`src/rtl/keyframe_hermite_curve_eval_unit_defines.svh`:
```
// assertion macros shared by the keyframe hermite curve evaluator
// no dependencies; included by modules that carry concurrent checks
`ifndef KEYFRAME_HERMITE_CURVE_EVAL_UNIT_DEFINES_SVH
`define KEYFRAME_HERMITE_CURVE_EVAL_UNIT_DEFINES_SVH

// same-cycle implication, clocked on clk_i, off during reset
`define KFH_ASSERT_NOW(lbl, ante, cons, msg) \
  lbl: assert property (@(posedge clk_i) disable iff (!rst_ni) (ante) |-> (cons)) \
    else $error(msg);

// next-cycle implication, clocked on clk_i, off during reset
`define KFH_ASSERT_NEXT(lbl, ante, cons, msg) \
  lbl: assert property (@(posedge clk_i) disable iff (!rst_ni) (ante) |=> (cons)) \
    else $error(msg);

`endif

```
`src/rtl/kfh_pkg.sv`:
```
// types, constants and the arithmetic step table of the keyframe curve evaluator
// no dependencies; imported by kfh_dpath, kfh_ctrl and the top level
`default_nettype none

package kfh_pkg;

  localparam int unsigned KT_W = 16;
  localparam int unsigned KV_W = 32;
  localparam int unsigned KC_W = 6;
  localparam int unsigned STEP_W = 4;

  // result status codes
  localparam logic [1:0] STATUS_INTERP = 2'd0;
  localparam logic [1:0] STATUS_HELD   = 2'd1;
  localparam logic [1:0] STATUS_EMPTY  = 2'd2;

  // last divider step and last arithmetic step
  localparam logic [STEP_W-1:0] DIV_LAST   = 4'd15;
  localparam logic [STEP_W-1:0] ARITH_LAST = 4'd12;

  // one stored keyframe
  typedef struct packed {
    logic [KT_W-1:0] key_time;
    logic [KV_W-1:0] value;
    logic [KV_W-1:0] in_slope;
    logic [KV_W-1:0] out_slope;
  } kfh_entry_t;

  // operand pair fed to the shared multiplier
  typedef enum logic [3:0] {
    MUL_NONE,
    MUL_UU,
    MUL_U2U,
    MUL_OUT0D,
    MUL_IN1D,
    MUL_H00V0,
    MUL_H01V1,
    MUL_H10M0L,
    MUL_H10M0H,
    MUL_H11M1L,
    MUL_H11M1H
  } mul_sel_e;

  // where the registered product goes
  typedef enum logic [2:0] {
    WB_NONE,
    WB_U2,
    WB_U3,
    WB_M0,
    WB_M1,
    WB_H,
    WB_ADD0,
    WB_ADD24
  } wb_sel_e;

  typedef struct packed {
    mul_sel_e mul_sel;
    wb_sel_e  wb_sel;
  } arith_op_t;

  // controller to datapath commands
  typedef struct packed {
    logic      load;
    logic      scan_init;
    logic      scan_run;
    logic      div_init;
    logic      div_step;
    arith_op_t op;
    logic      res_ld;
  } kfh_cmd_t;

  // datapath to controller status
  typedef struct packed {
    logic scan_done;
    logic interp;
  } kfh_stat_t;

  // arithmetic schedule: multiply in one step, write back the product in the next
  function automatic arith_op_t arith_cmd(input logic [STEP_W-1:0] step);
    arith_op_t op;
    op = '{mul_sel: MUL_NONE, wb_sel: WB_NONE};
    case (step)
      4'd0:  op = '{mul_sel: MUL_UU,     wb_sel: WB_NONE};
      4'd1:  op = '{mul_sel: MUL_OUT0D,  wb_sel: WB_U2};
      4'd2:  op = '{mul_sel: MUL_IN1D,   wb_sel: WB_M0};
      4'd3:  op = '{mul_sel: MUL_U2U,    wb_sel: WB_M1};
      4'd4:  op = '{mul_sel: MUL_NONE,   wb_sel: WB_U3};
      4'd5:  op = '{mul_sel: MUL_NONE,   wb_sel: WB_H};
      4'd6:  op = '{mul_sel: MUL_H00V0,  wb_sel: WB_NONE};
      4'd7:  op = '{mul_sel: MUL_H01V1,  wb_sel: WB_ADD0};
      4'd8:  op = '{mul_sel: MUL_H10M0L, wb_sel: WB_ADD0};
      4'd9:  op = '{mul_sel: MUL_H10M0H, wb_sel: WB_ADD0};
      4'd10: op = '{mul_sel: MUL_H11M1L, wb_sel: WB_ADD24};
      4'd11: op = '{mul_sel: MUL_H11M1H, wb_sel: WB_ADD0};
      4'd12: op = '{mul_sel: MUL_NONE,   wb_sel: WB_ADD24};
      default: op = '{mul_sel: MUL_NONE, wb_sel: WB_NONE};
    endcase
    return op;
  endfunction

endpackage

`default_nettype wire

```
`src/rtl/kfh_ctrl.sv`:
```
// controller: sequences search, division and arithmetic steps for one item
// depends on kfh_pkg and the assertion macro header
`default_nettype none
`include "keyframe_hermite_curve_eval_unit_defines.svh"

module kfh_ctrl
  import kfh_pkg::*;
(
  input  wire logic      clk_i,
  input  wire logic      rst_ni,
  input  wire logic      start,
  input  wire logic      mode_i,
  input  wire kfh_stat_t stat_i,
  output kfh_cmd_t       cmd_o,
  output logic           busy,
  output logic           done_o
);

  typedef enum logic [2:0] {
    ST_IDLE,
    ST_SCAN,
    ST_DIV,
    ST_ARITH,
    ST_FIN
  } state_e;

  state_e            state_q;
  logic [STEP_W-1:0] step_q;
  logic              done_q;
  logic              accept;
  logic              div_end;

  assign accept  = start && (state_q == ST_IDLE);
  assign div_end = (state_q == ST_DIV) && (step_q == DIV_LAST);

  // command decode
  always_comb begin
    cmd_o           = '0;
    cmd_o.op        = '{mul_sel: MUL_NONE, wb_sel: WB_NONE};
    cmd_o.load      = accept && !mode_i;
    cmd_o.scan_init = accept && mode_i;
    case (state_q)
      ST_SCAN: begin
        cmd_o.scan_run = 1'b1;
        cmd_o.div_init = stat_i.scan_done && stat_i.interp;
      end
      ST_DIV:   cmd_o.div_step = 1'b1;
      ST_ARITH: cmd_o.op = arith_cmd(step_q);
      ST_FIN:   cmd_o.res_ld = 1'b1;
      default: begin
      end
    endcase
  end

  // state and registered outputs
  always_ff @(posedge clk_i or negedge rst_ni) begin
    if (!rst_ni) begin
      state_q <= ST_IDLE;
      step_q  <= '0;
      done_q  <= 1'b0;
    end else begin
      done_q <= 1'b0;
      case (state_q)
        ST_IDLE: begin
          if (accept && mode_i) begin
            state_q <= ST_SCAN;
          end
        end
        ST_SCAN: begin
          if (stat_i.scan_done) begin
            step_q  <= '0;
            state_q <= stat_i.interp ? ST_DIV : ST_FIN;
          end
        end
        ST_DIV: begin
          step_q <= step_q + 1'b1;
          if (step_q == DIV_LAST) begin
            step_q  <= '0;
            state_q <= ST_ARITH;
          end
        end
        ST_ARITH: begin
          step_q <= step_q + 1'b1;
          if (step_q == ARITH_LAST) begin
            state_q <= ST_FIN;
          end
        end
        ST_FIN: begin
          done_q  <= 1'b1;
          state_q <= ST_IDLE;
        end
        default: state_q <= ST_IDLE;
      endcase
    end
  end

  assign busy   = (state_q != ST_IDLE);
  assign done_o = done_q;

  // checks
  `KFH_ASSERT_NEXT(a_fin_strobe, state_q == ST_FIN, done_q, "no strobe after finish")
  `KFH_ASSERT_NOW(a_done_idle, done_q, state_q == ST_IDLE, "result shown while busy")
  `KFH_ASSERT_NEXT(a_div_len, div_end, state_q == ST_ARITH, "divider overran")
  `KFH_ASSERT_NEXT(a_eval_start, accept && mode_i, state_q == ST_SCAN, "no search started")
  `KFH_ASSERT_NEXT(a_load_quiet, accept && !mode_i, !done_q && (state_q == ST_IDLE), "load busy")

endmodule

`default_nettype wire

```
`config.mk`:
```
export PLATFORM = sky130hd
export DESIGN_NAME = kfh_ctrl
export DESIGN_NICKNAME = d
export VERILOG_FILES = /design/src/rtl/kfh_pkg.sv /design/src/rtl/kfh_ctrl.sv
export VERILOG_INCLUDE_DIRS = /design/src /design/src/rtl
export SDC_FILE = /design/constraint.sdc
export NUM_CORES = 1
export LEC_CHECK = 0
export ABC_AREA = 1
export CORE_MARGIN = 4
export CORE_UTILIZATION = 40
export DETAILED_ROUTE_END_ITERATION = 10
export DONT_BUFFER_PORTS = 1
export MAX_ROUTING_LAYER = met4
export PLACE_DENSITY = 0.55
export SLEW_MARGIN = 5
export SYNTH_ARGS = -nofsm -noshare
export SYNTH_HDL_FRONTEND = slang
export SYNTH_SLANG_ARGS = --single-unit
```
`constraint.sdc`:
```
create_clock -name clk_i -period 1.7 [get_ports clk_i]
set_input_delay 0.17 -clock clk_i [delete_from_list [all_inputs] [get_ports clk_i]]
set_output_delay 0.17 -clock clk_i [all_outputs]
set_load 0.01 [all_outputs]
```
After elaboration in Yosys (flattened, before gate mapping)
Memory sizes are Yosys's and may differ from the RTL's.
Cells that the tools add are included.
{ "classes": {"addsub": 1, "eq_ne": 10, "muxes": 13, "reduce_logical": 10} }
{ "op_table": {"columns": ["op", "n"], "rows": [
  ["3-bit 2-to-1 mux", 5],
  ["3-bit case mux with 4 select lines", 1],
  ["4-bit case mux with 3 select lines", 1],
  ["4-bit == test (second input constant)", 2],
  ["4-bit 2-to-1 mux", 2],
  ["7-bit 2-to-1 mux", 1],
  ["3-bit by 2-bit == test with 1-bit output (second input constant)", 2],
  ["2-bit != test (second input constant)", 3],
  ["3-bit nonzero test", 2],
  ["4-bit by 1-bit adder with 4-bit output (second input constant)", 1],
  ["1-bit logical AND", 4],
  ["4-bit AND reduction", 1],
  ["3-bit by 1-bit == test with 1-bit output (second input constant)", 1],
  ["3-bit == test (second input constant)", 1],
  ["3-bit zero test", 1],
  ["1-bit 2-to-1 mux", 2],
  ["2-bit 2-to-1 mux", 1],
  ["2-bit by 1-bit != test with 1-bit output (second input constant)", 1],
  ["2-bit AND reduction", 1],
  ["1-bit zero test", 1]
]} }
{ "totals": {"ff_bits": 8, "mem_bits_ro": 112, "inputBits": 6, "out_inout_bits": 15, "wordCells": 38, "memories": 1} }
{ "memory_table": {"columns": ["name", "depth", "width", "read_ports", "rd_ports_with_merged_regs", "write_ports", "line_no", "text"], "rows": [
  ["(name not given)", 16, 7, 1, 0, 0, "kfh_pkg.sv:82", "case (step)"]
]} }

Logic depth before layout (Yosys ltp)
{ "logic_depth": {"word_depth": 5, "depth_mapped": 9} }

Least setup slack after synthesis
No wires, ideal clock.
{ "synth_path": {"path_type": "flip-flop to output port", "start": "register step_q[0]", "end": "output port cmd_o[1] (netlist name)", "t_arrival_ps": 1201, "required_ps": 1530, "path_slack_ps": 329, "path_stages_with_launch": 7, "cell_sequence": "dfrtp_1 -> inv_1 -> ha_1 -> inv_1 -> nand2_1 -> a21oi_1 -> nor3_1"} }
{ "synth_rtl": {"columns": ["element", "line_no", "text"], "rows": [
  ["from (decl)", "kfh_ctrl.sv:28", "logic [STEP_W-1:0] step_q;"],
  ["from (signal assigned)", "kfh_ctrl.sv:76", "step_q <= step_q + 1'b1;"],
  ["from (signal assigned)", "kfh_ctrl.sv:83", "step_q <= step_q + 1'b1;"],
  ["to (decl)", "kfh_ctrl.sv:14", "output kfh_cmd_t cmd_o,"]
]} }

==> impl_metrics.py <==
metrics = {
    "flow_run": {
        "maxCapViolCount": 0,
    },
    "grt": {
        "grt_pass1_wl_um": 2570,
        "total_congestion_overflow": 0,
        "pin_count_of_the_biggest_net_entering_global_routing": 12,
        "antenna_found_initial": 0,
        "grt_util_all_layers_pct": 14.3,
        "groute.layer.met3.usage_pct": 2.75,
        "gr-usage-met1_pct": 19.4,
        "gr-max-usage-layer": "met2",
        "use_met2_pct": 20.1,
        "grt_pass1_vias": 567,
    },
    "timing": {
        "final_critical_path_setup_slack_ns": 0.0104,
        "fmax_mhz": 592,
        "max_slew.worst_pin.slew_ns": 0.452,
        "setup_total_negative_slack_ns": 0,
        "layout_worst_path_cycle_share_pct": 99.4,
        "final_report_setup_violation_count": 0,
        "final_period_minus_worst_setup_slack_ns": 1.69,
        "max-slew-margin-rel_pct": 69.6,
        "fin_worst_skew_ns": 0.00870,
        "rsz0062_at_grt": "true",
        "finalHoldViolCount": 0,
        "maxSlewViolCount": 0,
    },
    "hold_path": {
        "hold_path_end": "state_q[2]",
        "hp-start": "stat_i[0]",
        "hp-class": "in2reg",
        "hold-path-cell-count": 3,
    },
    "clocking": {
        "ctsHtreeMaxLevel": 1,
        "cts.reportedPaths.clkPinSlew_ns": 0.06,
        "cts_sinks": 8,
        "clock_latency_on_the_worst_skew_pair_ns": 0.26,
        "cts_root_buffer": "sky130_fd_sc_hd__clkbuf_4",
        "clock_tree.buffer_depth": 2,
        "cts_inserted_buffers": 3,
        "cts_tree": "yes",
    },
    "floorplanning": {
        "initial_utilization_pct": 43.5,
        "chipWidth_um": 49.2,
        "die_height_um": 49.2,
        "die-area_um2": 2420,
        "fp.coreArea_um2": 1560,
        "floorplan.io_pins": 21,
        "num_rows": 14,
    },
    "power": {
        "ir_drop_mv": 0.926,
        "power_leakage_nw": 0.379,
        "power_per_unit_of_standard_cell_area_nw_per_um2": 1930,
    },
    "finish": {
        "antenna-diode-count": 0,
        "combined_area_of_the_multi_input_logic_cells_um2": 449,
        "num-nets-final": 121,
        "final_design_area_no_fill_um2": 810,
        "register_area_um2": 203,
        "area_added_between_synthesis_and_finish_pct": 19.4,
        "drive_above_1_share_pct": 35.8,
        "final_core_util_pct": 51.9,
        "final.fill_count": 152,
    },
    "yosys": {
        "combinational_family_with_the_most_area_after_synthesis": "simple AND/OR/NAND/NOR gates",
        "post_synthesis_net_count": 112,
        "post_synth_mux_area_share_pct": 0,
        "avgSynthCellArea_um2": 6.65,
        "synth-seq-area-share_pct": 29.5,
        "synth_top_cell_by_area": "sky130_fd_sc_hd__dfrtp_1",
        "area_share_of_the_largest_cell_type_after_synthesis_pct": 29.5,
        "total_of_flip_flops_plus_latches_after_synthesis": 8,
        "post_synth_most_frequent_cells": "sky130_fd_sc_hd__nor2_1, sky130_fd_sc_hd__nand2_1, sky130_fd_sc_hd__inv_1",
        "synth_warn": 0,
        "yosys_most_used_dff": "sky130_fd_sc_hd__dfrtp_1",
        "syn_area_um2": 678,
        "post_synth_fa_ha_maj_area_fraction_pct": 7.38,
        "synth.top_cells.by_area": "sky130_fd_sc_hd__dfrtp_1, sky130_fd_sc_hd__nor2_1, sky130_fd_sc_hd__a21oi_1",
        "postSynth.asyncResetShare_pct": 100,
        "count_of_different_cell_masters_after_synthesis": 23,
        "synth_simple_gate_area_share_pct": 34.7,
        "xor_xnor_cell_area_share_of_the_yosys_netlist_pct": 0,
        "post_synth_inst_count": 102,
        "synth-edff-count": 0,
        "synth.most_common_cell": "sky130_fd_sc_hd__nor2_1",
        "synth-compound-area-share_pct": 17.2,
    },
    "detailed_routing": {
        "viasPerCell": 5.42,
        "dr_pass1_iterations": 4,
        "drt-wirelength-per-cell_um": 13.5,
        "detail_route.drc_violations": 0,
        "detailroute.via_count": 678,
        "drtIter0Drc": 19,
        "finalWirelength_um": 1680,
        "detail-route-antenna-nets": 0,
    },
    "placement": {
        "pre_cts_ws_ns": 0.197,
        "routabilityCongestion": 0.864,
        "detailedPlacementHpwl_um": 1170,
        "post_place_instance_area_um2": 701,
        "io_buffers": 0,
    },
    "worst_setup_path": {
        "critical_path.reg2reg.endpoint": "step_q[0]",
        "type_of_origin_of_the_critical_path": "flip-flop",
        "path_class": "reg2out",
        "cp-end-kind": "output pin",
        "worstRegToRegCells": 7,
        "timing.rr.start": "step_q[0]",
        "arrival_time_of_the_worst_setup_path_ns": 1.52,
        "timing.critical_path.required_ns": 1.53,
        "r2r_setup_slack_ns": 0.32,
        "critical_path_peak_fanout": 3,
    },
    "run_status": {
        "status": "complete, no violations",
    },
}
-- layer usage --
layer / routed length (um) / vias to the layer above
met3: 100 / 4
met1: 842 / 306
met2: 709 / 26
met4: 31 / 0
met5: 0 / -
li1: - / 342
-- worst max-delay path, stage by stage (launching register included) --
cell	delay, ns
sky130_fd_sc_hd__dfrtp_1	0.40
sky130_fd_sc_hd__buf_6	0.14
sky130_fd_sc_hd__ha_4	0.14
sky130_fd_sc_hd__or2_1	0.24
sky130_fd_sc_hd__a21oi_2	0.14
sky130_fd_sc_hd__nor3_2	0.05
sky130_fd_sc_hd__buf_4	0.15
-- cells by family after synthesis --
kind of cell    Yosys count
simple gates             50
buf+inv                  19
fa+ha+maj                 4
compound gates           21
flops                     8
-- final cells by class --
class                           instances  area share (%)
Clock buffer                            3            2.78
Inverter                               17            7.88
Tap cell                               16            2.47
Sequential cell                         8            25.0
Multi-Input combinational cell         75            55.5
Timing Repair Buffer                    6            6.34
-- registers in the layout (all words and copies together) (netlist names) --
name	count
done_o	1
step_q	4
state_q	3
-- metrics by stage --
step	cells	power, W	hold WS [ns]
after detailed placement	118	0.00120	-0.125
final	125	0.00156	0.177
after CTS	125	0.00146	0.177
after global placement	118	0.00121	-0.125
after floorplan	102	0.00105	-0.126
after global routing	125	0.00169	0.183
-- power breakdown --
| part | switching, W | internal (W) | total [W] | leakage, nW |
|---|---|---|---|---|
| clock network | 0.0000701 | 0.0000812 | 0.000151 | 0.0138 |
| logic | 0.000638 | 0.000389 | 0.00103 | 0.265 |
| registers | 0.000119 | 0.000266 | 0.000385 | 0.100 |
| total | 0.000827 | 0.000736 | 0.00156 | 0.379 |
-- cells in the final DEF (no fill, tap or decap), drive strengths merged, types with 4 or more instances in the layout --
cell / n
a21oi: 11
nand2: 16
nor3: 5
ha: 4
nand3: 5
nor2: 21
inv: 17
dfrtp: 8
buf: 5
o21ai: 8
-- how the worst max path moves through the flow --
| stage | cells after the start | end | from | slack (ns) |
|---|---|---|---|---|
| 2_1_floorplan | 6 | cmd_o[1] | step_q[0] | 0.33 |
| 3_3_place_gp | 7 | cmd_o[1] | step_q[1] | 0.14 |
| 3_5_place_dp | 7 | cmd_o[1] | step_q[1] | 0.20 |
| 4_1_cts | 6 | cmd_o[1] | step_q[1] | 0.003 |
| 5_1_grt | 6 | cmd_o[1] | step_q[0] | -0.05 |
| 6_report | 6 | cmd_o[1] | step_q[0] | 0.01 |
-- repair_timing --
action,in CTS,in global routing
pin swaps,5,5
hold endpoints to repair,8,0
hold buffers,1,0
resized for setup,7,9
setup buffers,3,0
endpoints found under the setup margin,2,3
Note: power is estimated with default switching activity, not from simulation.
